<file path="config.mk">
export PLATFORM = sky130hd
export DESIGN_NAME = qfm_div_pipe
export DESIGN_NICKNAME = d
export VERILOG_FILES = /design/src/sv/qfm_div_pipe.sv
export SDC_FILE = /design/constraint.sdc
export NUM_CORES = 2
export LEC_CHECK = 0
export ABC_AREA = 1
export BUFFER_PORTS_ARGS = -buffer_cell sky130_fd_sc_hd__buf_2
export CORE_ASPECT_RATIO = 1.2
export CORE_MARGIN = 2
export CORE_UTILIZATION = 54
export CTS_CLUSTER_DIAMETER = 50
export DETAILED_ROUTE_END_ITERATION = 7
export PLACE_DENSITY = 0.77
export SYNTH_ARGS = -nofsm -noshare
export SYNTH_HDL_FRONTEND = slang
export SYNTH_SLANG_ARGS = --single-unit
</file>
<file path="constraint.sdc">
create_clock -name clock -period 2.04 [get_ports clock]
set_input_delay 0.204 -clock clock [delete_from_list [all_inputs] [get_ports clock]]
set_output_delay 0.204 -clock clock [all_outputs]
set_load 0.02 [all_outputs]
</file>
<file path="src/sv/qfm_div_pipe.sv">
// Pipelined restoring divider, one quotient bit per stage: quo = num / den
module qfm_div_pipe #(
   parameter int N_W = 31,
   parameter int D_W = 17
) (
   input  logic           clock,
   input  logic           en,
   input  logic [N_W-1:0] num,
   input  logic [D_W-1:0] den,
   output logic [N_W-1:0] quo
);
   logic [D_W-1:0] rem_ff [N_W];
   logic [N_W-1:0] num_ff [N_W];
   logic [N_W-1:0] quo_ff [N_W];
   logic [D_W-1:0] den_ff [N_W];

   genvar k;
   generate
      for (k = 0; k < N_W; k++) begin : g_stage
         logic [D_W-1:0] rem_i;
         logic [N_W-1:0] num_i;
         logic [N_W-1:0] quo_i;
         logic [D_W-1:0] den_i;
         logic [D_W:0]   t_c;
         logic [D_W:0]   diff_c;
         logic           ge_c;

         if (k == 0) begin : g_first
            assign rem_i = '0;
            assign num_i = num;
            assign quo_i = '0;
            assign den_i = den;
         end else begin : g_next
            assign rem_i = rem_ff[k-1];
            assign num_i = num_ff[k-1];
            assign quo_i = quo_ff[k-1];
            assign den_i = den_ff[k-1];
         end

         // shift in next numerator bit, subtract divisor if it fits
         assign t_c    = {rem_i, num_i[N_W-1]};
         assign diff_c = t_c - {1'b0, den_i};
         assign ge_c   = (t_c >= {1'b0, den_i});

         always_ff @(posedge clock) begin
            if (en) begin
               rem_ff[k] <= ge_c ? diff_c[D_W-1:0] : t_c[D_W-1:0];
               num_ff[k] <= {num_i[N_W-2:0], 1'b0};
               quo_ff[k] <= {quo_i[N_W-2:0], ge_c};
               den_ff[k] <= den_i;
            end
         end
      end
   endgenerate

   assign quo = quo_ff[N_W-1];

endmodule

</file>
# After elaboration in Yosys (flattened, before gate mapping)
# Memories as Yosys holds them, arrays and structs flattened.
# Cells that the tools add are included.
[word_totals] regBits=0 ram_bits=2945 in_bits=50 elab_cells=99 mem_count=4
[classes] n_addsub=31 order_cmp=31 n_mux=33
[memory_table] name="quo_ff" words=31 width=31 read_ports=31 rd_ports_with_merged_regs=0 write_ports=31 line="14" text="logic [N_W-1:0] quo_ff [N_W];"
[memory_table] name="num_ff" words=31 width=30 read_ports=30 rd_ports_with_merged_regs=0 write_ports=31 line="13" text="logic [N_W-1:0] num_ff [N_W];"
[memory_table] name="den_ff" words=31 width=17 read_ports=30 rd_ports_with_merged_regs=0 write_ports=31 line="15" text="logic [D_W-1:0] den_ff [N_W];"
[memory_table] name="rem_ff" words=31 width=17 read_ports=30 rd_ports_with_merged_regs=0 write_ports=31 line="12" text="logic [D_W-1:0] rem_ff [N_W];"
[op_table] cell=">= comparator 18 x 17 -> 1 bit" count=30
[op_table] cell="two-way mux 17 bit" count=31
[op_table] cell="subtractor 17 bit" count=30
[op_table] cell=">= comparator 1 x 17 -> 1 bit" count=1
[op_table] cell="subtractor 1 x 17 -> 17 bit" count=1
[op_table] cell="two-way mux 1 bit" count=2

# Longest topological paths before layout
# An unclocked memory read counts as a cell.
[logic_depth] ltp_word=3 depth_mapped=15 depth_no_buf=14

# Worst setup path after synthesis
# Ideal clock, no wire load.
[synth_path] kind="flip-flop to flip-flop" start="memory num_ff[1][299] (netlist name)" end="memory rem_ff[26][5] (netlist: rem_ff[1][175]), data pin" arrival_ps=1876 required_time_ps=1788 slack_ps=-88 path_stages_with_launch=16 n_path_buf=1 period_less_slack_ps=2128 cell_sequence="edfxtp_1 inv_1 ha_1 inv_1 fa_1 nand2_1 nand2_1 nand3b_1 nand2_2 nand2_1 nand2_1 nand2_4 nand2_4 buf_6 nand2_1 nand2_1"
[synth_lines] element="start: declaration" line="13"
[synth_lines] element="end: declaration" line="12"

==> impl_metrics.csv <==
group,metric,value,unit
global_route,grt_pass1_wl,415800,um
critical_path,r2r_slack,-320,ps
power_and_ir_drop,p_sw,81120,uW
synth,yosysSeqAreaShare,0.5861,
power_and_ir_drop,power_frac_comb,0.500,
global_route,grt_antenna_before_repair,2,
finish,stdcell_count,15326,
place,post-place-ws,-317.3,ps
finish,final_core_util,0.7316,
sta,slew_headroom,0.5426,
place,dp.cells,14236,
sta,holdWs,55.30,ps
power_and_ir_drop,p_seq_frac,0.307,
die,pin_count,81,
synth,synth_top_cell_by_area,"edfxtp_1",
clock_network,cts_tree,"done",
global_route,grt_pass1_vias,78891,
power_and_ir_drop,sw_frac_of_total,0.4021,
sta,fin_crit,2358,ps
synth,avgSynthCellArea,9.600,um^2
clock_network,cts_buffer_depth,3,
sta,fin_crit_sh,1.156,
clock_network,cts_sinks,1981,
die,dieArea,191500,um^2
synth,synthCells,10573,
finish,syn_to_final_growth,34.80,%
sta,rsz0062_at_grt,"yes",
power_and_ir_drop,power_density,1475,nW/um^2
critical_path,crit_arrival,2970,ps
finish,most-common-layout-cells,"nand2_1, edfxtp_1, inv_1",
critical_path,worstPathRequired,2660,ps
routing,antenna_left,0,
sta,finalHoldViolCount,0,
critical_path,critPathLaunchType,"flop",
synth,yosys_warnings,0,
synth,synthFlopType,"edfxtp_1",
sta,worst_slew_pin_slew,686.0,ps
synth,ys_top_cells_by_area,"edfxtp_1, nand2_1, inv_1, ha_1, nand3_1",
routing,dr.pass1.iters,6,
routing,drt_iter0_drc,6105,
sta,setup_viol,511,
routing,vias_per_cell,5.228,
run_status,status,"finished with violations",
routing,wire_per_inst,18.21,um
finish,fillCellCount,12360,
global_route,grt_max_degree,131,
critical_path,critPathMaxFanout,5,
routing,via_count,80131,
synth,synth_cell_types,36,
routing,drcViolationCount,0,
power_and_ir_drop,power_leakage,0.06447,uW
place,gp_congestion,0.9353,
die,dieHeight,478.9,um
die,core-area,187000,um^2
synth,yosysTopAreaCellShare,0.5861,
clock_network,numCtsBuffers,206,
synth,async_flop_share,0,
synth,synth_edf_count,1981,
power_and_ir_drop,p_int,120600,uW
clock_network,htree_levels,4,
die,fp-row-count,174,
synth,synth_area,101500,um^2
finish,final_common_cell,"nand2_1",
place,port_buffers,80,
clock_network,clk_latency,880,ps
power_and_ir_drop,ir_drop,0.001058,V
critical_path,cp-end-kind,"flop",
finish,nets,13272,
flow_run,drv_cap,0,
clock_network,clockRootBuffer,"clkbuf_16",
synth,synth-seq-cells,1981,
global_route,track_usage,0.2764,
die,die_w,399.8,um
sta,setup_slack,-317.5,ps
run_status,failed_checks,"setup timing",
sta,fmax,424.2,MHz
die,initial_core_util,0.5427,
place,dp_hpwl,185800,um
worst_hold_path,hold_path_class,"in2reg",
power_and_ir_drop,p_clk_frac,0.193,
sta,drv_slew,0,
finish,drive_gt1_frac,0.3071,
global_route,gr-total-overflow,0,
sta,tns,-86710,ps
clock_network,clk_pin_slew,60,ps
critical_path,worst-setup-path-type,"reg2reg",
sta,finClkSkew,46.46,ps
routing,drt_wl_total,279100,um
synth,synth_fp_nets,11164,
-- layout make-up --
class,count,area (um^2),share of cell area
Sequential cell,1981,59490,0.4348
Multi-Input combinational cell,6590,42790,0.3128
Clock inverter,161,1874,0.01370
Clock buffer,227,5255,0.03841
Antenna cell,1,2.502,0.00001829
Inverter,1980,7451,0.05446
Timing Repair Buffer,1922,16870,0.1233
Tap cell,2464,3083,0.02253
-- sequential cells by signal, indices dropped and copies added (netlist names) --
signal / cells
rem_ff: 510
num_ff: 465
den_ff: 510
quo_ff: 496
-- metal layers --
metal | share of wire | vias to the layer above | GRT usage | routed length, um
met4 | 0.066 | 2 | 0.1551 | 18380
li1 | - | 38461 | - | -
met1 | 0.38 | 37781 | 0.3244 | 105300
met2 | 0.51 | 2878 | 0.4885 | 141700
met5 | 0.000043 | - | 0 | 12
met3 | 0.049 | 1009 | 0.03334 | 13700
-- cells in the mapped netlist (all sizes together) (29+ instances only) --
cell type,count
fa,29
nor3,38
nand3,842
a21oi,272
or2,39
and2,40
xor2,176
nand4,50
buf,99
nor4,32
inv,1980
nor2,437
ha,512
nand2,3931
edfxtp,1981
-- power by group through the flow --
| stage | combinational [uW] | sequential (uW) | clock (uW) |
|---|---|---|---|
| finish | 101000 | 62000 | 38900 |
| global route | 110000 | 62400 | 41200 |
| CTS | 88500 | 61500 | 39600 |
| detailed placement | 73700 | 61700 | 0 |
| global placement | 72400 | 61700 | 0 |
| floorplan | 47800 | 58800 | 0 |
-- repair_timing --
action | in CTS | in global routing
gates cloned | 93 | 20
gates resized for setup | 1117 | 857
hold endpoints to repair | 195 | 0
hold buffers | 52 | 0
pin swaps | 457 | 441
setup buffers | 352 | 197
endpoints found under the setup margin | 517 | 522
-- final timing paths --
kind                   from       endpoint  depth (start not counted)
min                 num[23]  num_ff[0][23]                          2
max          num_ff[0][119]  rem_ff[0][77]                         15
max reg2reg  num_ff[0][119]  rem_ff[0][77]                         15
min reg2reg  quo_ff[0][474]  quo_ff[1][10]                          0
-- critical path: stages (launching register included) --
cell      delay [ps]
edfxtp_1         410
inv_2            100
ha_4             120
inv_2             40
fa_2             360
nand2_2           90
nand2_2           60
nand3b_1         130
nand2_1          110
nand2_2          100
nand2_4           70
nand2_4          150
buf_6            170
nand2_8           80
nand2_2           80
nand2_1           50
-- per-stage QoR --
| stage | area [um^2] | total power [uW] |
|---|---|---|
| finish | 136800 | 201800 |
| global route | 136800 | 213700 |
| CTS | 131300 | 189600 |
| detailed placement | 114300 | 135500 |
| global placement | 114300 | 134100 |
| floorplan | 101600 | 106600 |
-- cells by family (layout without fill, tap and decap cells) --
logic type      count (synthesis)  count (layout)  synth area share
compound gates                304             304           0.01590
xor+xnor                      204             204           0.01760
fa+ha+maj                     541             541           0.06884
buf+inv                      2080            4290           0.08099
flops                        1981            1981            0.5861
other cells                     0               1                 0
simple gates                 5463            5541            0.2306
Note: power is estimated with default switching activity, not from simulation.
