**src/sv/qfm_sqrt_pipe.sv**
```systemverilog
// Pipelined integer square root, one root bit per stage:
// root = floor(sqrt(rad << SHIFT))
module qfm_sqrt_pipe #(
   parameter int RAD_W = 18,
   parameter int SHIFT = 14
) (
   input  logic                       clock,
   input  logic                       en,
   input  logic [RAD_W-1:0]           rad,
   output logic [(RAD_W+SHIFT+1)/2-1:0] root
);
   localparam int VW = RAD_W + SHIFT;
   localparam int SQ = (VW + 1) / 2;

   logic [SQ+1:0]   rem_ff  [SQ];
   logic [SQ-1:0]   root_ff [SQ];
   logic [2*SQ-1:0] v_ff    [SQ];

   genvar k;
   generate
      for (k = 0; k < SQ; k++) begin : g_stage
         logic [SQ+1:0]   rem_i;
         logic [SQ-1:0]   root_i;
         logic [2*SQ-1:0] v_i;
         logic [SQ+1:0]   t_c;
         logic [SQ+1:0]   trial_c;
         logic            ge_c;

         if (k == 0) begin : g_first
            assign rem_i  = '0;
            assign root_i = '0;
            assign v_i    = (2*SQ)'({rad, {SHIFT{1'b0}}});
         end else begin : g_next
            assign rem_i  = rem_ff[k-1];
            assign root_i = root_ff[k-1];
            assign v_i    = v_ff[k-1];
         end

         // bring down two radicand bits, try root*4+1
         assign t_c     = {rem_i[SQ-1:0], v_i[2*SQ-1 -: 2]};
         assign trial_c = {root_i, 2'b01};
         assign ge_c    = (t_c >= trial_c);

         always_ff @(posedge clock) begin
            if (en) begin
               rem_ff[k]  <= ge_c ? (t_c - trial_c) : t_c;
               root_ff[k] <= {root_i[SQ-2:0], ge_c};
               v_ff[k]    <= {v_i[2*SQ-3:0], 2'b00};
            end
         end
      end
   endgenerate

   assign root = root_ff[SQ-1];

endmodule

```
**config.mk**
```make
export PLATFORM = sky130hd
export DESIGN_NAME = qfm_sqrt_pipe
export DESIGN_NICKNAME = d
export VERILOG_FILES = /design/src/sv/qfm_sqrt_pipe.sv
export SDC_FILE = /design/constraint.sdc
export NUM_CORES = 1
export LEC_CHECK = 0
export BUFFER_PORTS_ARGS = -buffer_cell sky130_fd_sc_hd__buf_4
export CELL_PAD_IN_SITES_DETAIL_PLACEMENT = 2
export CELL_PAD_IN_SITES_GLOBAL_PLACEMENT = 2
export CORE_ASPECT_RATIO = 1.4
export CORE_UTILIZATION = 48
export DETAILED_ROUTE_END_ITERATION = 6
export PLACE_DENSITY_LB_ADDON = 0.1
export SYNTH_ARGS = -nofsm -noshare
export SYNTH_HDL_FRONTEND = slang
export SYNTH_SLANG_ARGS = --single-unit
export TNS_END_PERCENT = 5
```
**constraint.sdc**
```tcl
create_clock -name clock -period 4.8 [get_ports clock]
set_clock_uncertainty 0.1 [all_clocks]
set_input_delay 0.72 -clock clock [delete_from_list [all_inputs] [get_ports clock]]
set_output_delay 0.72 -clock clock [all_outputs]
set_load 0.02 [all_outputs]
```
After elaboration in Yosys (flattened, before gate mapping)
Memories as Yosys holds them, arrays and structs flattened.
Cells that the tools add are included.
{"block": "word_totals", "regBits": 0, "latchBits": 0, "mem_bits_rw": 1024, "rom_bits": 0, "in_bits": 20, "word_cells": 53, "n_memories": 3}
{"block": "classes", "addsub": 16, "mul": 0, "div": 0, "order_cmp": 16, "n_eq_ne": 0, "shift": 0, "n_mux": 18, "n_bitwise": 0, "reduce_logical": 0}
{"name": "v_ff", "words": 16, "word_bits": 30, "read_ports": 15, "rd_clocked_by_memory_dff": 0, "write_ports": 16, "line": "17", "text": "logic [2*SQ-1:0] v_ff [SQ];"}
{"name": "rem_ff", "words": 16, "word_bits": 18, "read_ports": 15, "rd_clocked_by_memory_dff": 0, "write_ports": 16, "line": "15", "text": "logic [SQ+1:0] rem_ff [SQ];"}
{"name": "root_ff", "words": 16, "word_bits": 16, "read_ports": 16, "rd_clocked_by_memory_dff": 0, "write_ports": 16, "line": "16", "text": "logic [SQ-1:0] root_ff [SQ];"}
{"op": "two-way mux 18 bit", "n": 16}
{"op": "greater-or-equal comparator 18 bit", "n": 15}
{"op": "subtractor 18 bit", "n": 15}
{"op": "subtractor 2 x 1 -> 3 bit (second input constant)", "n": 1}
{"op": "greater-or-equal comparator 2 x 1 -> 1 bit (second input constant)", "n": 1}
{"op": "two-way mux 1 bit", "n": 2}

Logic depth before layout (Yosys ltp)
Gate-level depths: netlist of run 1.
An unclocked memory read counts as a cell.
{"block": "logic_depth", "depth_word": 3, "depth_mapped": 12}

Worst setup path before layout of run 1
OpenSTA, ideal clock, no wires.
{"block": "synth_path", "path_type": "register to register", "from": "memory root_ff[2][32] (netlist name)", "to": "memory rem_ff[1][65] (netlist name) (data pin)", "setup_ns": 0.262, "t_arrival_ns": 2.434, "required_ns": 4.438, "setup_slack_ns": 2.003, "path_stages_with_launch": 12, "n_path_buf": 1, "cell_sequence": "edfxtp_1 > inv_1 > ha_1 > inv_1 > fa_1 > nor2b_1 > o31ai_1 > a211oi_1 > a21oi_2 > inv_2 > buf_2 > mux2_1"}
{"item": "start, declared", "line": "16"}
{"item": "end, declared", "line": "15"}

==> results_dict.tcl, run 1 <==
set metrics [dict create \
    internal_power_w 0.00734 \
    run_status "complete, no violations" \
    synth_fp_nets 1951 \
    first_global_vias 16500 \
    global_route.usage.total 0.258 \
    end_kind "flip-flop" \
    hp-start "rad[15]" \
    synth.top_cells.by_area "edfxtp_1 59%, ha_1 8.0%, inv_1 3.1%" \
    setup_viol_count_final 0 \
    report.final.slew_viol_count 0 \
    fill_cells 4234 \
    hold_buffers 0 \
    dp_hpwl_mm 41.8 \
    cts_buffers 44 \
    vias 14400 \
    layout-area-overhead-vs-synth_pct 10.9 \
    fin_hold_viols 0 \
    rsz0062_at_grt "no" \
    commonest_non_fill_non_tap_cell_in_the_layout "edfxtp_1" \
    register_to_register_setup_slack_ns 1.24 \
    grt_overflow 0 \
    power_density_nw_per_um2 428 \
    wirelength_mm 58.2 \
    yosys_register_bits 426 \
    cts_max_level 2 \
    required_ns 5.00 \
    drtAntennaViolNets 0 \
    grt_first_pass_wirelength_mm 92.2 \
    drc 0 \
    sequential_fraction_of_design_power 0.484 \
    clock_sink_count 426 \
    timing.reg2reg.worst_path_depth 9 \
    worst-setup-path-type "flip-flop to flip-flop" \
    holdPathEnd "v_ff[0][29]" \
    synthDominantAreaCellType "edfxtp_1" \
    timing.critical_path.fanout_max 22 \
    post-cts-setup-buffer-count 0 \
    whs_path_depth 1 \
    kind_of_start_point_of_the_critical_path "flip-flop" \
    yosys_warnings 0 \
    placeableCoreArea_sq_um 44400 \
    portBuffers 35 \
    clock-root-buffer "clkbuf_16" \
    leak_pwr_nw 9.51 \
    peak_supply_drop_v 0.000303 \
    gp_routability_congestion 0.833 \
    top_cell_type_s_share_of_synthesized_area 0.588 \
    setup-tns-final_ns 0 \
    timing.max_slew.rel_slack 0.232 \
    mappedNetlistArea_sq_um 21800 \
    count_of_non_filler_cells_in_the_finished_layout 2448 \
    cts.path.max_buffers 3 \
    ys_async_sr_fraction 0 \
    rr_startpoint "rem_ff[1][54]" \
    final.min_clock_period_ns 3.56 \
    post_drt_via_cell_ratio 5.88 \
    grt_max_degree 101 \
    mostFrequentLayoutCells "426 x edfxtp_1, 178 x inv_1, 155 x nor2_1" \
    swShare 0.289 \
    initial_core_util 0.490 \
    synthCells 1786 \
    cp_data_arrival_time_ns 3.76 \
    worst_skew_pair.late_latency_ns 0.56 \
    final_core_utilization 0.543 \
    share_clk_of_total_power 0.319 \
    synthDistinctLibCells 76 \
    std_cell_rows 91 \
    detail_route.wl_per_cell_um 23.8 \
    timing.hold.worst.class "input pin to flip-flop" \
    die_w_um 182 \
    num-nets-final 2023 \
    total_inserted_antenna_cells 0 \
    max_clock_freq_ghz 0.281 \
    number_of_enable_flip_flop_cells_after_synthesis 426 \
    drt_pass1_iterations 4 \
    r2r_end "rem_ff[1][87]" \
    antenna_violations_before_repair 0 \
    drt-initial-drc-count 630 \
    drive_gt1_frac 0.0878 \
    max_cap_viol_count 0 \
    top_level_ports 36 \
    tritoncts_clock_tree "yes" \
    chipHeight_um 254 \
    ys_seq_area_frac 0.588 \
    full_die_area_sq_um 46200 \
    netSwitchingPower_w 0.00299 \
    avgSynthCellArea_sq_um 12.2 \
    worstMarginPinSlew_ns 1.14 \
    dp.cells 2370 \
    post_cts.resized_instances 0 \
    ys.flop_type "edfxtp_1" \
    clk_transition_reported_paths_ns 0.06 \
    comb_power_share 0.197 \
    final.period_utilization 0.742 \
]
-- state kept, by name (all words and copies together) (netlist names) --
signal   count
v_ff        72
root_ff    136
rem_ff     218
-- Yosys cell counts (all sizes together), types with 5 or more instances --
library cell	number
nor2b	28
a2111oi	5
o211ai	9
a211oi	17
nor3	52
edfxtp	426
a41oi	5
nor2	155
clkbuf	17
nor4	16
o21a	38
nand4	11
xnor2	76
o41ai	5
nand4b	7
xor2	58
and2	11
nand3b	8
mux2	31
or3	21
a211o	5
o31a	5
ha	139
nand2	79
mux2i	10
and3	9
a21o	24
o2111ai	5
nand2b	19
o21ai	77
o22ai	5
o31ai	14
fa	6
nor3b	5
or4	9
inv	180
a21oi	114
nand3	34
-- per-stage QoR --
step / setup WS [ns] / power [W] / area (sq um) / hold WS, ns
after CTS: 1.16 / 0.0104 / 24100 / 0.213
final: 1.24 / 0.0103 / 24100 / 0.237
after global routing: 1.01 / 0.0108 / 24100 / 0.221
after floorplan: 2.00 / 0.00632 / 21800 / 0.300
after global placement: 1.44 / 0.00685 / 22800 / 0.301
after detailed placement: 1.23 / 0.00708 / 22800 / 0.306
-- per-layer routing --
metal	GRT usage	part of all wire	vias up
met5	0	0	-
met4	0.114	0.042	0
met3	0.0291	0.023	146
met2	0.522	0.57	240
met1	0.262	0.36	7291
li1	-	-	6715
-- critical path, stage by stage (launching register included) --
cell	delay, ns
edfxtp_1	0.43
ha_1	0.25
inv_1	0.08
fa_1	0.21
nor2b_1	0.07
o31a_1	0.32
o2111ai_1	0.30
nand4_1	0.85
nor2b_1	0.43
mux2_2	0.27
-- power groups by stage --
stage	Combinational (W)	Clock (W)	Sequential, W
2_1_floorplan	0.00140	0	0.00493
3_3_place_gp	0.00181	0	0.00503
3_5_place_dp	0.00200	0	0.00507
4_1_cts	0.00206	0.00336	0.00501
5_1_grt	0.00225	0.00348	0.00504
6_report	0.00204	0.00329	0.00500
-- cell type report --
cell class	instances	area (sq um)	share of cell area
Multi-Input combinational cell	1158	8210	0.340
Timing Repair Buffer	47	398	0.0165
Tap cell	558	698	0.0289
Clock buffer	50	1140	0.0475
Inverter	181	679	0.0282
Clock inverter	28	206	0.00856
Sequential cell	426	12800	0.530
-- cell families after synthesis --
logic type	after synthesis	synth area share
xor gates and xnor gates	134	0.0539
DFF	426	0.588
other	1	0.000172
adders and majority gates	145	0.0854
AOI/OAI and AO/OA	358	0.106
buffers and inverters	202	0.0353
and+or+nand+nor	479	0.110
muxes	41	0.0215
-- worst max-delay path by stage --
stage	end	start	depth (start not counted)
finish	rem_ff[1][87]	rem_ff[1][54]	9
global route	rem_ff[1][87]	rem_ff[1][54]	9
CTS	rem_ff[1][87]	rem_ff[1][54]	9
detailed placement	rem_ff[1][87]	rem_ff[1][54]	9
global placement	rem_ff[1][87]	rem_ff[1][54]	9
floorplan	rem_ff[1][65]	root_ff[2][32]	11
No activity file was read; power rests on OpenSTA's default activity.
==> inputs of run 2 (changes only) <==
ABC_AREA = 1   (was not set)
CORE_UTILIZATION = 41   (was 48)
clock period = 3.4 ns   (was 4.8 ns; I/O delays follow)
==> results_dict.tcl, run 2 <==
set metrics [dict create \
    max_flop_register "rem_ff" \
    grt_first_pass_wirelength_mm 117 \
    avgSynthCellArea_sq_um 8.95 \
    power_w 0.0155 \
    synthDominantAreaCellType "edfxtp_1" \
    mostFrequentLayoutCells "826 x nand2_1, 496 x inv_1, 426 x edfxtp_1" \
    initial_core_util 0.414 \
    top_level_ports 36 \
    ys_seq_area_frac 0.518 \
    leak_pwr_nw 12.6 \
    worst-setup-path-type "flip-flop to flip-flop" \
    clock-root-buffer "clkbuf_16" \
    run_status "complete, no violations" \
    required_ns 3.60 \
    cp_data_arrival_time_ns 2.87 \
    met2_usage 0.517 \
    max_cap_viol_count 0 \
    final.period_utilization 0.787 \
    power_density_nw_per_um2 566 \
    drive_gt1_frac 0.0863 \
    detail_route.wl_per_cell_um 20.4 \
    share_clk_of_total_power 0.317 \
    synthCells 2762 \
    cts.path.max_buffers 3 \
    timing.max_slew.rel_slack 0.511 \
    kind_of_start_point_of_the_critical_path "flip-flop" \
    grt_max_degree 77 \
    die_w_um 210 \
    pre_cts_ws_ns 0.705 \
    ys_async_sr_fraction 0 \
    antenna_violations_before_repair 0 \
    swShare 0.319 \
    post_drt_via_cell_ratio 5.16 \
    drt-initial-drc-count 600 \
    total_inserted_antenna_cells 0 \
    timing.hold.worst.class "input pin to flip-flop" \
    yosys_register_bits 426 \
    std_cell_rows 106 \
    clock_sink_count 426 \
    post-cts-setup-buffer-count 0 \
    commonest_non_fill_non_tap_cell_in_the_layout "nand2_1" \
    ys.flop_type "edfxtp_1" \
    drtAntennaViolNets 0 \
    sequential_fraction_of_design_power 0.453 \
    fin_hold_viols 0 \
    chipHeight_um 293 \
    global_route.usage.total 0.249 \
    post_cts.resized_instances 0 \
    timing.reg2reg.worst_path_depth 14 \
    setup-tns-final_ns 0 \
    synth.cells.most_frequent "826 x nand2_1, 496 x inv_1, 426 x edfxtp_1" \
    gp_routability_congestion 0.835 \
    regs_by_ff_count "rem_ff x218, root_ff x136, v_ff x72" \
    timing.critical_path.fanout_max 19 \
    hold_buffers 16 \
    whs_path_depth 2 \
    synth_fp_nets 2927 \
    full_die_area_sq_um 61300 \
    mappedNetlistArea_sq_um 24700 \
    post-synth-top-count-cell "nand2_1" \
    portBuffers 35 \
    cts_buffers 45 \
    yosys_warnings 0 \
    synthDistinctLibCells 52 \
    num-nets-final 3017 \
    number_of_enable_flip_flop_cells_after_synthesis 426 \
    grt_overflow 0 \
    final.min_clock_period_ns 2.68 \
    wirelength_mm 74.4 \
    fin_hold_ws_ns 0.104 \
    worstMarginPinSlew_ns 0.731 \
    report.final.slew_viol_count 0 \
    top_cell_type_s_share_of_synthesized_area 0.518 \
    setup_viol_count_final 0 \
    netSwitchingPower_w 0.00496 \
    placeableCoreArea_sq_um 59700 \
    clk_transition_reported_paths_ns 0.06 \
    dp_hpwl_mm 58.9 \
    largest_reg_flops 218 \
    rsz0062_at_grt "no" \
    max_clock_freq_ghz 0.374 \
    first_global_vias 21500 \
    tritoncts_clock_tree "yes" \
    internal_power_w 0.0106 \
    grt_peak_use_layer "met2" \
    comb_power_share 0.231 \
    synth.top_cells.by_area "edfxtp_1 52%, nand2_1 13%, inv_1 7.5%" \
    peak_supply_drop_v 0.000453 \
    layout-area-overhead-vs-synth_pct 11.0 \
    groute.layer.met3.usage 0.0263 \
    vias 18800 \
    cts_max_level 2 \
    final_critical_path_setup_slack_ns 0.724 \
    grtUsageMet1 0.236 \
    drt_pass1_iterations 4 \
    drc 0 \
    end_kind "flip-flop" \
    worst_skew_pair.late_latency_ns 0.60 \
]
[run 2: layout make-up]
class,count,area (sq um)
well taps,756,946
flip-flops and latches,426,12800
multi-input cells,1803,9770
clock buffers,56,1170
fillers,6561,32200
inverters,513,1940
clock inverters,24,248
repair buffers,63,583
[run 2: kinds of logic after synthesis]
family | share of synthesized area
adder cells (fa/ha/maj) | 0.0752
other | 0.000152
AND/OR/NAND/NOR | 0.238
flip-flops | 0.518
XOR/XNOR | 0.0294
AO/OA/AOI/OAI | 0.0522
buffers and inverters | 0.0872
[run 2: critical path: stages, from the launching register on]
cell      delay, ns
edfxtp_1       0.42
inv_1          0.08
ha_1           0.24
inv_1          0.08
fa_1           0.41
inv_1          0.08
nand3_1        0.06
nand2_1        0.14
nand2_1        0.09
nand2_2        0.11
nand2_2        0.11
nand2_4        0.13
inv_4          0.11
nand2_1        0.09
o21ai_0        0.12
[run 2: final timing paths]
kind | start | endpoint | slack [ns]
min reg2reg | v_ff[0][24] | v_ff[0][56] | 0.32
min | rad[17] | root_ff[0][0] | 0.10
max | root_ff[2][16] | rem_ff[1][44] | 0.72
max reg2reg | root_ff[2][16] | rem_ff[1][44] | 0.72
[run 2: metal layers]
| metal | routed length [um] | vias to the layer above | part of all wire |
|---|---|---|---|
| li1 | - | 9116 | - |
| met5 | 0 | - | 0 |
| met3 | 1280 | 150 | 0.017 |
| met1 | 26100 | 9322 | 0.35 |
| met4 | 3630 | 0 | 0.049 |
| met2 | 43300 | 203 | 0.58 |
[run 2: power by group through the flow]
stage	sequential (W)	clock, W	combinational (W)
floorplan	0.00689	0	0.00246
global placement	0.00712	0	0.00335
detailed placement	0.00716	0	0.00359
CTS	0.00705	0.00504	0.00365
global route	0.00708	0.00520	0.00406
finish	0.00703	0.00492	0.00358
[run 2: per-stage QoR]
stage | instance area (sq um) | utilization | cells
2_1_floorplan | 24700 | - | 2762
3_3_place_gp | 25900 | 0.433 | 3545
3_5_place_dp | 25900 | 0.433 | 3545
4_1_cts | 27400 | 0.460 | 3641
5_1_grt | 27400 | 0.460 | 3641
6_report | 27400 | 0.460 | 3641
